[src/rtl/mcpr_pkg.sv]
`default_nettype none

package mcpr_pkg;

   // packet types taken from the fixed header's high nibble
   localparam logic [3:0] KIND_CONNECT   = 4'd1;
   localparam logic [3:0] KIND_SUBSCRIBE = 4'd8;
   localparam logic [3:0] KIND_PINGREQ   = 4'd12;

   // remaining length encoding
   localparam int          LEN_W       = 28;
   localparam logic [7:0]  LEN_CONT    = 8'd128;
   localparam logic [6:0]  LEN_GROUP   = 7'd127;
   localparam logic [7:0]  TYPE_MASK   = 8'hf0;

   // response header bytes
   localparam logic [7:0] HDR_CONNACK  = 8'h20;
   localparam logic [7:0] HDR_SUBACK   = 8'h90;
   localparam logic [7:0] HDR_PINGRESP = 8'hd0;

   // command queue between parser and emitter
   localparam int CMD_DEPTH = 4;

   typedef enum logic [1:0] {
      CMD_CONNACK,
      CMD_SUBACK,
      CMD_PINGRESP,
      CMD_ERROR
   } cmd_kind_type;

   typedef struct packed {
      cmd_kind_type kind;
      logic [15:0]  ident;
   } cmd_type;

   // index of the final byte of each response
   function automatic logic [2:0] cmd_last_idx(input cmd_kind_type kind);
      logic [2:0] r;
      case (kind)
         CMD_CONNACK:  r = 3'd3;
         CMD_SUBACK:   r = 3'd4;
         CMD_PINGRESP: r = 3'd1;
         CMD_ERROR:    r = 3'd0;
         default:      r = 3'd0;
      endcase
      return r;
   endfunction

   // response byte at a given position
   function automatic logic [7:0] cmd_byte(input cmd_type cmd, input logic [2:0] idx);
      logic [7:0] r;
      r = 8'h00;
      case (cmd.kind)
         CMD_CONNACK: begin
            if (idx == 3'd0) r = HDR_CONNACK;
            else if (idx == 3'd1) r = 8'h02;
         end
         CMD_SUBACK: begin
            case (idx)
               3'd0:    r = HDR_SUBACK;
               3'd1:    r = 8'h03;
               3'd2:    r = cmd.ident[15:8];
               3'd3:    r = cmd.ident[7:0];
               default: r = 8'h00;
            endcase
         end
         CMD_PINGRESP: begin
            if (idx == 3'd0) r = HDR_PINGRESP;
         end
         default: r = 8'h00;
      endcase
      return r;
   endfunction

endpackage

`default_nettype wire

[src/rtl/mcpr_ifs.sv]
`default_nettype none

// received byte stream
interface mcpr_req_if;
   logic       valid;
   logic       ready;
   logic [7:0] in_byte;
   modport source (output valid, output in_byte, input ready);
   modport sink   (input valid, input in_byte, output ready);
endinterface

// response byte stream
interface mcpr_rsp_if;
   logic       valid;
   logic       ready;
   logic [7:0] out_byte;
   logic       out_last;
   logic       status;
   modport source (output valid, output out_byte, output out_last, output status, input ready);
   modport sink   (input valid, input out_byte, input out_last, input status, output ready);
endinterface

`default_nettype wire

[src/rtl/mcpr_parser.sv]
`default_nettype none

module mcpr_parser
   import mcpr_pkg::*;
#(
   parameter int MAX_LENGTH_BYTES = 4
) (
   input  wire logic    clock,
   input  wire logic    reset,
   input  wire logic    accept,
   input  wire logic [7:0] in_byte,
   output logic         push,
   output cmd_type      push_cmd
);

   typedef enum logic [1:0] {
      PH_HEADER,
      PH_LENGTH,
      PH_BODY
   } phase_type;

   phase_type          phase_ff, phase_in;
   logic [3:0]         kind_ff, kind_in;
   logic [LEN_W-1:0]   acc_ff, acc_in;
   logic [2:0]         cnt_ff, cnt_in;
   logic [LEN_W-1:0]   rem_ff, rem_in;
   logic [15:0]        ident_ff, ident_in;
   logic [1:0]         seen_ff, seen_in;
   logic               halted_ff, halted_in;

   logic [LEN_W-1:0]   term;
   logic [LEN_W-1:0]   acc_sum;
   logic [LEN_W-1:0]   rem_dec;
   logic [2:0]         cnt_inc;
   logic               emit;

   // length group placed by its position in the length field
   always_comb begin
      case (cnt_ff[1:0])
         2'd0:    term = {21'd0, in_byte[6:0] & LEN_GROUP};
         2'd1:    term = {14'd0, in_byte[6:0] & LEN_GROUP, 7'd0};
         2'd2:    term = {7'd0, in_byte[6:0] & LEN_GROUP, 14'd0};
         default: term = {in_byte[6:0] & LEN_GROUP, 21'd0};
      endcase
   end

   assign acc_sum = acc_ff + term;
   assign rem_dec = rem_ff - LEN_W'(1);
   assign cnt_inc = cnt_ff + 3'd1;

   // next-state of the packet walk
   always_comb begin
      phase_in  = phase_ff;
      kind_in   = kind_ff;
      acc_in    = acc_ff;
      cnt_in    = cnt_ff;
      rem_in    = rem_ff;
      ident_in  = ident_ff;
      seen_in   = seen_ff;
      halted_in = halted_ff;
      emit      = 1'b0;
      push      = 1'b0;
      push_cmd  = '{kind: CMD_ERROR, ident: ident_ff};

      if (accept && !halted_ff) begin
         case (phase_ff)
            PH_LENGTH: begin
               acc_in = acc_sum;
               cnt_in = cnt_inc;
               if ((in_byte & LEN_CONT) != 8'd0) begin
                  if (cnt_inc >= 3'(MAX_LENGTH_BYTES)) begin
                     halted_in = 1'b1;
                     push      = 1'b1;
                  end
               end else begin
                  rem_in = acc_sum;
                  if (acc_sum == '0) begin
                     emit     = 1'b1;
                     phase_in = PH_HEADER;
                  end else begin
                     phase_in = PH_BODY;
                  end
               end
            end
            PH_BODY: begin
               if (kind_ff == KIND_SUBSCRIBE && seen_ff < 2'd2) begin
                  if (seen_ff == 2'd0) ident_in = {in_byte, 8'd0};
                  else                 ident_in = ident_ff | {8'd0, in_byte};
                  seen_in = seen_ff + 2'd1;
               end
               rem_in = rem_dec;
               if (rem_dec == '0) begin
                  emit     = 1'b1;
                  phase_in = PH_HEADER;
               end
            end
            default: begin
               kind_in  = 4'((in_byte & TYPE_MASK) >> 4);
               acc_in   = '0;
               cnt_in   = '0;
               rem_in   = '0;
               ident_in = '0;
               seen_in  = '0;
               phase_in = PH_LENGTH;
            end
         endcase
      end

      // response command for a finished packet
      if (emit) begin
         push_cmd.ident = ident_in;
         if (kind_ff == KIND_CONNECT) begin
            push = 1'b1;
            push_cmd.kind = CMD_CONNACK;
         end else if (kind_ff == KIND_SUBSCRIBE) begin
            push = 1'b1;
            push_cmd.kind = CMD_SUBACK;
         end else if (kind_ff == KIND_PINGREQ) begin
            push = 1'b1;
            push_cmd.kind = CMD_PINGRESP;
         end
      end
   end

   always_ff @(posedge clock) begin
      if (reset) begin
         phase_ff  <= PH_HEADER;
         kind_ff   <= '0;
         acc_ff    <= '0;
         cnt_ff    <= '0;
         rem_ff    <= '0;
         ident_ff  <= '0;
         seen_ff   <= '0;
         halted_ff <= 1'b0;
      end else begin
         phase_ff  <= phase_in;
         kind_ff   <= kind_in;
         acc_ff    <= acc_in;
         cnt_ff    <= cnt_in;
         rem_ff    <= rem_in;
         ident_ff  <= ident_in;
         seen_ff   <= seen_in;
         halted_ff <= halted_in;
      end
   end

endmodule

`default_nettype wire

[src/rtl/mcpr_cmd_queue.sv]
`default_nettype none

module mcpr_cmd_queue
   import mcpr_pkg::*;
(
   input  wire logic clock,
   input  wire logic reset,
   input  wire logic push,
   input  cmd_type   push_cmd,
   output logic      full,
   input  wire logic pop,
   output logic      head_valid,
   output cmd_type   head_cmd
);

   localparam int PTR_W = $clog2(CMD_DEPTH);
   localparam int CNT_W = $clog2(CMD_DEPTH + 1);

   cmd_type            slot_ff [CMD_DEPTH];
   logic [PTR_W-1:0]   wr_ptr_ff, wr_ptr_in;
   logic [PTR_W-1:0]   rd_ptr_ff, rd_ptr_in;
   logic [CNT_W-1:0]   count_ff, count_in;

   assign full       = (count_ff == CNT_W'(CMD_DEPTH));
   assign head_valid = (count_ff != '0);
   assign head_cmd   = slot_ff[rd_ptr_ff];

   // pointer and fill bookkeeping
   always_comb begin
      wr_ptr_in = wr_ptr_ff;
      rd_ptr_in = rd_ptr_ff;
      count_in  = count_ff;
      if (push) wr_ptr_in = wr_ptr_ff + PTR_W'(1);
      if (pop)  rd_ptr_in = rd_ptr_ff + PTR_W'(1);
      if (push && !pop)      count_in = count_ff + CNT_W'(1);
      else if (pop && !push) count_in = count_ff - CNT_W'(1);
   end

   always_ff @(posedge clock) begin
      if (reset) begin
         wr_ptr_ff <= '0;
         rd_ptr_ff <= '0;
         count_ff  <= '0;
      end else begin
         wr_ptr_ff <= wr_ptr_in;
         rd_ptr_ff <= rd_ptr_in;
         count_ff  <= count_in;
      end
   end

   // command slots
   always_ff @(posedge clock) begin
      if (push) slot_ff[wr_ptr_ff] <= push_cmd;
   end

endmodule

`default_nettype wire

[src/rtl/mcpr_emitter.sv]
`default_nettype none

module mcpr_emitter
   import mcpr_pkg::*;
(
   input  wire logic   clock,
   input  wire logic   reset,
   input  wire logic   head_valid,
   input  cmd_type     head_cmd,
   output logic        pop,
   mcpr_rsp_if.source  rsp
);

   logic       valid_ff, valid_in;
   logic [7:0] byte_ff, byte_in;
   logic       last_ff, last_in;
   logic       status_ff, status_in;
   logic [2:0] idx_ff, idx_in;
   logic       load;
   logic       final_word;

   assign load       = head_valid && (!valid_ff || rsp.ready);
   assign final_word = (idx_ff == cmd_last_idx(head_cmd.kind));
   assign pop        = load && final_word;

   // output register, refilled from the queue head one word per cycle unless stalled
   always_comb begin
      valid_in  = valid_ff;
      byte_in   = byte_ff;
      last_in   = last_ff;
      status_in = status_ff;
      idx_in    = idx_ff;
      if (load) begin
         valid_in  = 1'b1;
         byte_in   = cmd_byte(head_cmd, idx_ff);
         last_in   = final_word;
         status_in = (head_cmd.kind == CMD_ERROR);
         idx_in    = final_word ? 3'd0 : idx_ff + 3'd1;
      end else if (rsp.ready) begin
         valid_in = 1'b0;
      end
   end

   always_ff @(posedge clock) begin
      if (reset) begin
         valid_ff <= 1'b0;
         idx_ff   <= '0;
      end else begin
         valid_ff <= valid_in;
         idx_ff   <= idx_in;
      end
   end

   always_ff @(posedge clock) begin
      byte_ff   <= byte_in;
      last_ff   <= last_in;
      status_ff <= status_in;
   end

   assign rsp.valid    = valid_ff;
   assign rsp.out_byte = byte_ff;
   assign rsp.out_last = last_ff;
   assign rsp.status   = status_ff;

endmodule

`default_nettype wire

[src/rtl/mqtt_control_packet_responder_unit.sv]
`default_nettype none

// Broker-side MQTT responder. One received byte is taken per cycle on req_ch
// whenever the four-entry response command queue has room; the parser reads
// the fixed header, the remaining length and the body and queues one command
// at the end of each CONNECT, SUBSCRIBE or PINGREQ packet. The emitter turns
// the queue head into CONNACK (4 words), SUBACK (5 words, identifier MSB first)
// or PINGRESP (2 words) on rsp_ch, one word per cycle from an output register
// while rsp_ch is ready, so sustained input rate is one byte per cycle unless
// short packets arrive faster than their responses drain, when the queue fills
// and ready drops. A remaining length whose final permitted byte still has its
// continuation bit set yields one word with status 1, after which all input is
// accepted and discarded until reset. There is no start-up clearing pass.
module mqtt_control_packet_responder_unit
   import mcpr_pkg::*;
#(
   parameter int MAX_LENGTH_BYTES = 4
) (
   input  wire logic  clock,
   input  wire logic  reset,
   mcpr_req_if.sink   req_ch,
   mcpr_rsp_if.source rsp_ch
);

   logic    accept;
   logic    push;
   cmd_type push_cmd;
   logic    full;
   logic    pop;
   logic    head_valid;
   cmd_type head_cmd;

   assign req_ch.ready = !full;
   assign accept       = req_ch.valid && !full;

   // front: byte parser
   mcpr_parser #(
      .MAX_LENGTH_BYTES(MAX_LENGTH_BYTES)
   ) u_parser (
      .clock   (clock),
      .reset   (reset),
      .accept  (accept),
      .in_byte (req_ch.in_byte),
      .push    (push),
      .push_cmd(push_cmd)
   );

   // response commands waiting for the emitter
   mcpr_cmd_queue u_queue (
      .clock     (clock),
      .reset     (reset),
      .push      (push),
      .push_cmd  (push_cmd),
      .full      (full),
      .pop       (pop),
      .head_valid(head_valid),
      .head_cmd  (head_cmd)
   );

   // back: response word emitter
   mcpr_emitter u_emitter (
      .clock     (clock),
      .reset     (reset),
      .head_valid(head_valid),
      .head_cmd  (head_cmd),
      .pop       (pop),
      .rsp       (rsp_ch)
   );

endmodule

`default_nettype wire

[src/flat_wrapper.sv]
// flat-port wrapper written by rule: the top's interface ports become plain ports
module mqtt_control_packet_responder_unit_flat import mcpr_pkg::*;
#(
   parameter int MAX_LENGTH_BYTES = 4
)
  (clock, reset, req_ch_valid, req_ch_in_byte, req_ch_ready, rsp_ch_valid, rsp_ch_out_byte, rsp_ch_out_last, rsp_ch_status, rsp_ch_ready);
  mcpr_req_if req_ch_i ();
  mcpr_rsp_if rsp_ch_i ();
  input  wire logic clock;
  input  wire logic reset;
  input wire logic [$bits(req_ch_i.valid)-1:0] req_ch_valid;
  input wire logic [$bits(req_ch_i.in_byte)-1:0] req_ch_in_byte;
  output wire logic [$bits(req_ch_i.ready)-1:0] req_ch_ready;
  output wire logic [$bits(rsp_ch_i.valid)-1:0] rsp_ch_valid;
  output wire logic [$bits(rsp_ch_i.out_byte)-1:0] rsp_ch_out_byte;
  output wire logic [$bits(rsp_ch_i.out_last)-1:0] rsp_ch_out_last;
  output wire logic [$bits(rsp_ch_i.status)-1:0] rsp_ch_status;
  input wire logic [$bits(rsp_ch_i.ready)-1:0] rsp_ch_ready;
  assign req_ch_i.valid = req_ch_valid;
  assign req_ch_i.in_byte = req_ch_in_byte;
  assign req_ch_ready = req_ch_i.ready;
  assign rsp_ch_valid = rsp_ch_i.valid;
  assign rsp_ch_out_byte = rsp_ch_i.out_byte;
  assign rsp_ch_out_last = rsp_ch_i.out_last;
  assign rsp_ch_status = rsp_ch_i.status;
  assign rsp_ch_i.ready = rsp_ch_ready;
  mqtt_control_packet_responder_unit #(.MAX_LENGTH_BYTES(MAX_LENGTH_BYTES)) u_core (.clock(clock), .reset(reset), .req_ch(req_ch_i), .rsp_ch(rsp_ch_i));
endmodule
[config.mk]
export PLATFORM = sky130hd
export DESIGN_NAME = mqtt_control_packet_responder_unit_flat
export DESIGN_NICKNAME = d
export VERILOG_FILES = /design/src/rtl/mcpr_pkg.sv /design/src/rtl/mcpr_ifs.sv /design/src/rtl/mcpr_parser.sv /design/src/rtl/mcpr_cmd_queue.sv /design/src/rtl/mcpr_emitter.sv /design/src/rtl/mqtt_control_packet_responder_unit.sv /design/src/flat_wrapper.sv
export SDC_FILE = /design/constraint.sdc
export NUM_CORES = 1
export LEC_CHECK = 0
export BUFFER_PORTS_ARGS = -buffer_cell sky130_fd_sc_hd__buf_2
export CAP_MARGIN = 20
export CORE_AREA = 2 2 150 152
export DETAILED_ROUTE_END_ITERATION = 16
export DIE_AREA = 0 0 152 154
export PLACE_DENSITY = 0.65
export REMOVE_ABC_BUFFERS = 1
export SYNTH_ARGS = -nofsm -noshare
export SYNTH_HDL_FRONTEND = slang
export SYNTH_SLANG_ARGS = --single-unit
[constraint.sdc]
create_clock -name clock -period 6.5 [get_ports clock]
set_clock_uncertainty 0.05 [all_clocks]
set_input_delay 1.3 -clock clock [delete_from_list [all_inputs] [get_ports clock]]
set_output_delay 1.3 -clock clock [all_outputs]
set_load 0.005 [all_outputs]
==> out/results.ini, run 1 <==
[outcome]
outcome = finished clean

[floorplanning]
dieWidth_um = 152
dieArea_um2 = 23400
die_h_um = 154
rows = 54
initial_core_util = 0.492
io_pins = 24
core_area_um2 = 21700

[timing]
hold_viol = 0
setup_viol = 0
setup-tns-final_ps = 0
drv_slew = 0
worstMarginPinSlew_ps = 1050
fmax_mhz = 173
fin_crit_ps = 5770
fin_crit_sh = 0.888
rsz0062_at_grt = false
fin_hold_ws_ps = 407
slew_headroom = 0.298

[synthesis]
netlist_area_um2 = 10700
synth_largest_area_cell = edfxtp_1
async_flop_share = 0
yosys_register_bits = 179
synthTopCellsByArea = edfxtp_1 23%, dfxtp_1 18%, ha_1 5.4%, a21oi_1 4.8%, nor2_1 4.5%
synth_cells = 1167
synth-edff-count = 82
syn_avg_cell_area_um2 = 9.14
yosysMostFrequentCell = nor2_1
yosysSeqAreaShare = 0.413
synth_cell_type_count = 97
ys.warnings.count = 0
ys.flop_type = dfxtp_1
synthTopCellsByCount = 128 x nor2_1, 110 x nand2_1, 103 x a21oi_1
synth_top_area_share = 0.231

[cts]
cts-resized-gates = 0
clock_latency_ps = 440
clock_path_buffers = 2
cts_buffers = 17
clock_sink_count = 179
cts_tree = done
path_clk_slew_ps = 80
cts-htree-levels = 4
cts_root_buf = clkbuf_16
cts_setup_buffers = 0
hold_buffers = 0

[min_path]
hp-class = flop to flop

[critical_path]
crit_type = flop to flop
cp-start-kind = flop
crit_fanout = 12
cp.required_ps = 6820
end_kind = flop
cp_data_arrival_time_ps = 6090

[layout]
fin_util = 0.537
seq_area_um2 = 4400
area_delta_synth_final_pct = 9.14
nFillCells = 1997
fin_nets = 1227
drive_above_1_share = 0.119
multiInputGateArea_um2 = 5840

[route]
dr.pass1.iters = 5
via_count = 8916
ant_nets = 0
route.detailed.drc = 0
drt_wl_total_um = 28300
avgRoutedWirePerCell_um = 19.4
vias_per_cell = 6.10
drt_iter0_drc = 600

[global_routing]
grt_max_degree = 57
grt_overflow = 0
grt_usage = 0.243
grt_pass1_vias = 8679
grt_pass1_wl_um = 45700
grt_antenna_before_repair = 1

[placement]
globalplace.congestion = 0.926
io_buffer_count = 23
dp_hpwl_um = 20200

[pwr]
p_total_mw = 2.44
peakVddDrop_mv = 0.196
power.density_nw_per_um2 = 210
p_leak_nw = 4.13

[flow_run]
max-cap-violations = 0

==> registers in the layout, summed over array words and instances (netlist names), 3 cells and up, named ones only <==
name and cells:
u_core.u_emitter.idx_ff 3, u_core.u_parser.ident_ff 16, u_core.u_emitter.rsp.out_byte 8, u_core.u_parser.acc_ff 28, u_core.u_queue.count_ff 3, u_core.u_parser.kind_ff 4, u_core.u_parser.cnt_ff 3, u_core.u_parser.rem_ff 28
u_core.u_queue.slot_ff 72
==> layout make-up <==
cell class,count,area share
Sequential cell,179,0.378
Timing Repair Buffer,40,0.0221
Antenna cell,1,0.000215
Clock inverter,15,0.0177
Clock buffer,17,0.0366
Inverter,41,0.0132
Tap cell,280,0.0301
Multi-Input combinational cell,888,0.502
==> path summary, 6_finish.rpt <==
| path | start | to | slack [ps] | depth (start not counted) |
|---|---|---|---|---|
| setup / recovery | u_core.u_parser.cnt_ff[0] | u_core.u_queue.count_ff[2] | 730 | 20 |
| hold / removal | u_core.u_parser.seen_ff[0] | u_core.u_parser.seen_ff[0] | 410 | 2 |
| setup reg to reg | u_core.u_parser.cnt_ff[0] | u_core.u_queue.count_ff[2] | 730 | 20 |
| hold reg to reg | u_core.u_parser.seen_ff[0] | u_core.u_parser.seen_ff[0] | 410 | 2 |
==> logic make-up (layout without fill, tap and decap cells) <==
family                     count (synthesis)  in the layout  share of synthesized area
adders and majority gates                 48             48                     0.0577
DFF                                      179            179                      0.413
and+or+nand+nor                          438            438                      0.206
muxes                                     36             36                     0.0499
xor gates and xnor gates                  34             34                     0.0279
AOI/OAI and AO/OA                        332            332                      0.206
other                                      0              1                          0
buffers and inverters                    100            113                     0.0395
==> where the power goes <==
group | internal [mW] | total, mW | switching [mW]
Combinational | 0.0591 | 0.199 | 0.140
Clock | 0.531 | 1.06 | 0.533
Sequential | 1.17 | 1.18 | 0.00693
Total | 1.76 | 2.44 | 0.680
==> placed cells by master (no fill, tap or decap), types with 9 or more instances in the layout <==
cell type	n
buf_2	22
xor2_1	14
and2_1	32
inv_1	40
xnor2_1	20
o21ai_0	77
nor2b_1	10
or3_1	16
dfxtp_1	97
a22oi_1	41
a21oi_1	103
nand3_1	38
nor4_1	13
mux4_2	12
buf_4	17
a21o_1	10
ha_1	46
edfxtp_1	82
nor2_1	128
nand2_1	110
nand2b_1	10
o211ai_1	9
nand4_1	12
mux2_2	16
nor3_1	19
clkbuf_16	17
==> critical path, stage by stage, from the launching register on <==
cell       delay [ps]
dfxtp_1           360
ha_1              370
nor2b_1           490
and2_1            210
ha_1              310
a21oi_1           310
o21ai_1           240
a21boi_0          200
o21ai_0           160
a311o_1           420
a2111oi_0         490
and4b_1           310
a32o_2            320
a31oi_4           160
inv_1             100
ha_1              170
inv_1              60
fa_1              370
xor2_1            180
or3_1             300
a21oi_1           140
==> per-stage QoR <==
step	cell area [µm²]	worst slack, ps	instances
3_5_place_dp	11000	400	1428
4_1_cts	11600	793	1460
5_1_grt	11600	248	1460
6_report	11600	729	1461
3_3_place_gp	11000	577	1428
2_1_floorplan	10400	1180	1108
==> per-layer routing <==
metal	GRT usage	vias up	wire length, µm
li1	-	4296	-
met1	0.299	4276	12000
met2	0.426	275	14000
met3	0.0338	69	1210
met4	0.109	0	1130
met5	0	-	0
(Power assumes the default switching activity.)
==> run 2, diff against run 1 <==
CORE_AREA = 2 2 148 150   (was 2 2 150 152)
DIE_AREA = 0 0 150 152   (was 0 0 152 154)
PLACE_DENSITY = 0.66   (was 0.65)
SYNTH_HIERARCHICAL = 1   (was not set)
==> run 2 against run 1 <==
Die area is 2.6% lower. Clock-buffer cell count did not move. Non-clock buffer count up 6. Sequential share of layout area up 0.43 points. Sequential power hardly changed. Wire length fell by 4.0%. Combinational power shrank 15%. Register-to-register slack worse by 20 ps. Power fell by 0.36%.
==> out/results.ini, run 2 <==
[outcome]
outcome = finished clean

[critical_path]
crit_path_max_incr_delay_ps = 520
path_cells = buf_2, and2_1, ha_1, inv_1, fa_1, nand2b_1, a21o_1, a2111oi_1, nor2_1, xnor2_1, or4_1, nor4_1, nand4_1, o31ai_4, a31o_2, ha_1, inv_1, fa_1, xor2_1, or3_1, a21oi_1
path_buf_inv = 3
end_kind = flop
r2r_setup_slack_ps = 710
r2r-end = u_core/u_queue/count_ff[2]
cp_top_family = simple AND/OR/NAND/NOR gates
cp_slowest_cell = a2111oi_1
cp_data_arrival_time_ps = 6270
reg2regPathDepth = 20
crit_fanout = 6
worstReg2RegStart = u_core/u_parser/cnt_ff[0]
cp.required_ps = 6810
cp-start-kind = primary input
crit_type = primary input to flop

[timing]
hold_viol = 0
fin_crit_sh = 0.917
worstMarginPinSlew_ps = 1150
setup_viol = 0
setup-tns-final_ps = 0
rsz0062_at_grt = false
fin_crit_ps = 5960
slew_headroom = 0.231
drv_slew = 0
fmax_mhz = 168

[placement]
io_buffer_count = 23
dp.cells = 1417
dp_hpwl_um = 19300
globalplace.congestion = 0.944

[cts]
cts_tree = done
path_clk_slew_ps = 70
clock_sink_count = 179
clock_latency_ps = 430
cts-htree-levels = 4
cts_buffers = 17
clock_path_buffers = 2
cts_root_buf = clkbuf_16

[route]
via_count = 8753
vias_per_cell = 6.03
dr.pass1.iters = 5
drt_wl_total_um = 27200
ant_nets = 0
route.detailed.drc = 0
avgRoutedWirePerCell_um = 18.7
drt_iter0_drc = 791

[flow_run]
max-cap-violations = 0

[layout]
drive_above_1_share = 0.0965
layout_commonest_cell = nand2_1
antenna_cells = 0
top_regs = u_core/u_queue/slot_ff: 72 flops, u_core/u_parser/acc_ff: 28 flops, u_core/u_parser/rem_ff: 28 flops
instances_no_fill = 1451
largest_reg_flops = 72
area_delta_synth_final_pct = 9.63
layout_common_cells = 148 x nand2_1, 131 x a21oi_1, 108 x nor2_1, 97 x dfxtp_1, 82 x edfxtp_1
top_register = u_core/u_queue/slot_ff
fin_nets = 1219
nFillCells = 2049

[synthesis]
synth_cell_type_count = 79
netlist_area_um2 = 10500
synth_cells = 1155
synth_largest_area_cell = edfxtp_1
ys.warnings.count = 6
synth_top_area_share = 0.235
ys.flop_type = dfxtp_1
synth-edff-count = 82
synthTopCellsByArea = edfxtp_1 23%, dfxtp_1 19%, a21oi_1 6.2%, ha_1 5.6%, nand2_1 5.3%
syn_avg_cell_area_um2 = 9.09
yosysMostFrequentCell = nand2_1
synthTopCellsByCount = 148 x nand2_1, 131 x a21oi_1, 108 x nor2_1
yosys_register_bits = 179
async_flop_share = 0
yosysSeqAreaShare = 0.420

[floorplanning]
initial_core_util = 0.492
dieWidth_um = 150
io_pins = 24
rows = 54
core_area_um2 = 21400
die_h_um = 152
dieArea_um2 = 22800

[pwr]
intPower_mw = 1.81
p_leak_nw = 4.25
p_sw_mw = 0.618
p_total_mw = 2.43
switching_share = 0.254
power.density_nw_per_um2 = 211
combPwrFrac = 0.070
power_frac_seq = 0.484
peakVddDrop_mv = 0.155
p_clk_frac = 0.446

[global_routing]
grt_max_degree = 60
grt_overflow = 0
grt_pass1_wl_um = 44100
grt_antenna_before_repair = 0
grt_pass1_vias = 8422
grt_usage = 0.245

[min_path]
whs_path_depth = 2
hp-class = flop to flop
holdCritStartpoint = u_core/u_parser/acc_ff[8]
worstHoldEndpoint = u_core/u_parser/acc_ff[8]

-- run 2: changes by cell type after synthesis, moves of 14 or more --
| cell | delta |
|---|---|
| nor2_1 | -20 |
| a22oi_1 | -23 |
| a21oi_1 | +28 |
| nor3_1 | +14 |
| mux2_2 | -16 |
| nand2_1 | +38 |
| o21ai_0 | -32 |
-- run 2: per-stage QoR --
stage | area, µm² | hold WS [ps] | setup WS [ps] | util
2_1_floorplan | 10200 | 376 | 310 | -
3_3_place_gp | 10800 | 393 | 234 | 0.508
3_5_place_dp | 10800 | 404 | 40.1 | 0.508
4_1_cts | 11500 | 413 | 462 | 0.537
5_1_grt | 11500 | 427 | 109 | 0.539
6_report | 11500 | 410 | 539 | 0.539
-- run 2: cell families after synthesis --
family	after synthesis	synth area share
AO/OA/AOI/OAI	291	0.179
adder cells (fa/ha/maj)	49	0.0598
XOR/XNOR	42	0.0350
multiplexers	23	0.0463
buffers and inverters	95	0.0384
AND/OR/NAND/NOR	476	0.222
flip-flops	179	0.420
-- run 2: power groups by stage --
stage | clock, mW | sequential (mW) | combinational, mW
final | 1.09 | 1.18 | 0.170
after global routing | 1.15 | 1.18 | 0.187
after CTS | 1.11 | 1.18 | 0.167
after detailed placement | 0 | 1.20 | 0.166
after global placement | 0 | 1.20 | 0.165
after floorplan | 0 | 1.20 | 0.105
-- run 2: worst max path at each step --
stage	from	to	slack [ps]	cells past startpoint
2_1_floorplan	req_ch_in_byte[0]	u_core/u_queue/count_ff[2]	310	20
3_3_place_gp	req_ch_in_byte[0]	u_core/u_queue/count_ff[2]	230	21
3_5_place_dp	req_ch_in_byte[0]	u_core/u_queue/count_ff[2]	40	21
4_1_cts	req_ch_in_byte[0]	u_core/u_queue/count_ff[2]	460	21
5_1_grt	req_ch_in_byte[0]	u_core/u_queue/count_ff[2]	110	21
6_report	req_ch_in_byte[0]	u_core/u_queue/count_ff[2]	540	21
-- run 2: repair_timing --
item | CTS | global route
hold buffers | 0 | 0
resized for setup | 0 | 1
setup buffers | 0 | 0
setup endpoints to repair | 0 | 1
-- run 2: layer usage --
metal | global-route usage | part of all wire
met1 | 0.309 | 0.42
met2 | 0.416 | 0.50
met3 | 0.0399 | 0.044
met4 | 0.0984 | 0.036
met5 | 0 | 0
-- run 2: worst register-to-register path: stages, from the launching register on --
cell     delay, ps
dfxtp_1        350
ha_1           340
nor2b_1        510
and2_1         240
ha_1           310
a21oi_1        160
o21ai_1        120
a21o_1         190
a221o_1        390
a31oi_2        300
xnor2_1        280
nor4_1         430
nand4_1        300
o31ai_4        270
a31o_2         220
ha_1           200
inv_1           60
fa_1           370
xor2_1         170
or3_1          310
a21oi_1        150
-- run 2: area by class of cell --
class	instances	area, µm²	share of cell area
multi-input cells	881	5690	0.495
flip-flops and latches	179	4400	0.383
clock buffers	17	425	0.0370
well taps	280	350	0.0304
repair buffers	46	308	0.0267
clock inverters	15	205	0.0178
inverters	33	124	0.0108
==> run 3, diff against run 2 <==
CORE_AREA = 2 2 165 167   (was 2 2 148 150)
CTS_BUF_LIST = sky130_fd_sc_hd__clkbuf_4   (was not set)
DIE_AREA = 0 0 167 169   (was 0 0 150 152)
PLACE_DENSITY = 0.55   (was 0.66)
clock period = 7.2 ns   (was 6.5 ns; I/O delays follow)
==> run 3 against run 2 <==
Sequential power fell by 10%. Register-to-register slack improved by 590 ps. Critical path depth did not move. Clock power fell by 37%. Die area rose by 24%. Non-clock buffer count fell by 6. Power fell by 21%. Final cell count rose by 3.9%. Wire length rose by 3.4%. Combinational power fell by 9%.
==> out/results.ini, run 3 (synthesis results as in run 2) <==
[cts]
hold_buffers = 0
cts_buffers = 17
cts_root_buf = clkbuf_4
cts_tree = done
clock_latency_ps = 630
cts_setup_buffers = 0
clock_sink_count = 179
path_clk_slew_ps = 190
cts-htree-levels = 4
clock_path_buffers = 2
cts-resized-gates = 0

[placement]
globalplace.congestion = 0.914
io_buffer_count = 23
dp_hpwl_um = 19800

[floorplanning]
rows = 60
dieArea_um2 = 28200
die_h_um = 169
io_pins = 24
dieWidth_um = 167
core_area_um2 = 26500
initial_core_util = 0.396

[global_routing]
grt_overflow = 0
grt_usage = 0.200
globalRouteMet2Util = 0.357
grt_most_used_layer = met2
use_met3 = 0.0234
grt_antenna_before_repair = 2
use_met1 = 0.259
grt_pass1_wl_um = 45200
grt_pass1_vias = 8045
grt_max_degree = 70

[critical_path]
reg2regPathDepth = 22
cp-start-kind = primary input
cp_data_arrival_time_ps = 6570
crit_path_start = req_ch_in_byte[0]
r2r_setup_slack_ps = 1300
end_kind = flop
worstReg2RegStart = u_core/u_parser/cnt_ff[0]
crit_fanout = 7
crit_end = u_core/u_queue/count_ff[2]
crit_type = primary input to flop
r2r-end = u_core/u_queue/count_ff[2]
cp.required_ps = 7710

[route]
via_count = 8578
drt_iter0_drc = 743
vias_per_cell = 5.69
route.detailed.drc = 0
ant_nets = 0
dr.pass1.iters = 5
avgRoutedWirePerCell_um = 18.6
drt_wl_total_um = 28100

[layout]
fin_nets = 1213
top_register = u_core/u_queue/slot_ff
largest_reg_flops = 72
drive_above_1_share = 0.0927
layout_common_cells = 148 x nand2_1, 131 x a21oi_1, 108 x nor2_1, 97 x dfxtp_1, 82 x edfxtp_1
area_delta_synth_final_pct = 7.34
top_regs = u_core/u_queue/slot_ff: 72 flops, u_core/u_parser/acc_ff: 28 flops, u_core/u_parser/rem_ff: 28 flops
layout_commonest_cell = nand2_1

[pwr]
peakVddDrop_mv = 0.140
power.density_nw_per_um2 = 170
power_frac_seq = 0.557
combPwrFrac = 0.081
p_leak_nw = 4.09
switching_share = 0.319
intPower_mw = 1.30
p_clk_frac = 0.362
p_total_mw = 1.91
p_sw_mw = 0.609

[timing]
drv_slew = 0
fin_crit_sh = 0.842
setup_viol = 0
slew_headroom = 0.280
setup-tns-final_ps = 0
fin_crit_ps = 6060
rsz0062_at_grt = false
fmax_mhz = 165
worstMarginPinSlew_ps = 1080
hold_viol = 0

[min_path]
hp-class = flop to flop

[flow_run]
max-cap-violations = 0

[outcome]
outcome = finished clean

run 3: through the flow:
stage          setup slack [ps]   util  hold slack, ps  instance area (µm²)  cells
3_3_place_gp                662  0.411             392                10900   1473
4_1_cts                    1220  0.425             422                11300   1505
6_report                   1140  0.425             417                11300   1507
3_5_place_dp                573  0.411             400                10900   1473
5_1_grt                     819  0.425             452                11300   1507
2_1_floorplan               870      -             376                10200   1093
run 3: cell type report:
cell class	instances	area, µm²
Clock inverter	15	245
Antenna cell	1	2.50
Inverter	33	124
Multi-Input combinational cell	881	5690
Timing Repair Buffer	40	245
Sequential cell	179	4400
Fill cell	2641	15200
Clock buffer	17	128
Tap cell	341	427
run 3: worst max-delay path, cell delays in order:
cell	delay (ps)
buf_2	180
and2_1	150
ha_1	150
inv_1	50
fa_1	380
nand2b_1	180
a21o_1	190
a2111oi_0	610
nor2_1	160
xnor2_1	200
or4_1	520
nor4_1	300
nand4_1	230
o31ai_4	290
a31o_2	280
ha_1	200
inv_1	60
fa_1	370
xor2_1	170
or3_1	300
a21oi_1	140
run 3: layer usage:
metal	wire [µm]	vias up	part of all wire
met1	12700	4160	0.45
met5	0	-	0
met2	14100	167	0.50
met3	770	29	0.027
met4	498	0	0.018
li1	-	4222	-
run 3: worst min path at each step:
stage,startpoint,to,slack [ps],cells past startpoint
5_1_grt,u_core/u_parser/acc_ff[7],u_core/u_parser/acc_ff[7],450,2
3_3_place_gp,u_core/u_parser/seen_ff[0],u_core/u_parser/seen_ff[0],390,2
2_1_floorplan,u_core/u_parser/seen_ff[0],u_core/u_parser/seen_ff[0],380,2
6_report,u_core/u_parser/seen_ff[0],u_core/u_parser/seen_ff[0],420,2
3_5_place_dp,u_core/u_parser/ident_ff[15],u_core/u_parser/ident_ff[15],400,2
4_1_cts,u_core/u_parser/ident_ff[15],u_core/u_parser/ident_ff[15],420,2
run 3: power groups by stage:
| stage | clock, mW | sequential, mW | combinational [mW] |
|---|---|---|---|
| after floorplan | 0 | 1.08 | 0.0944 |
| after global placement | 0 | 1.09 | 0.151 |
| after detailed placement | 0 | 1.09 | 0.152 |
| after CTS | 0.718 | 1.06 | 0.153 |
| after global routing | 0.754 | 1.07 | 0.170 |
| final | 0.692 | 1.06 | 0.154 |
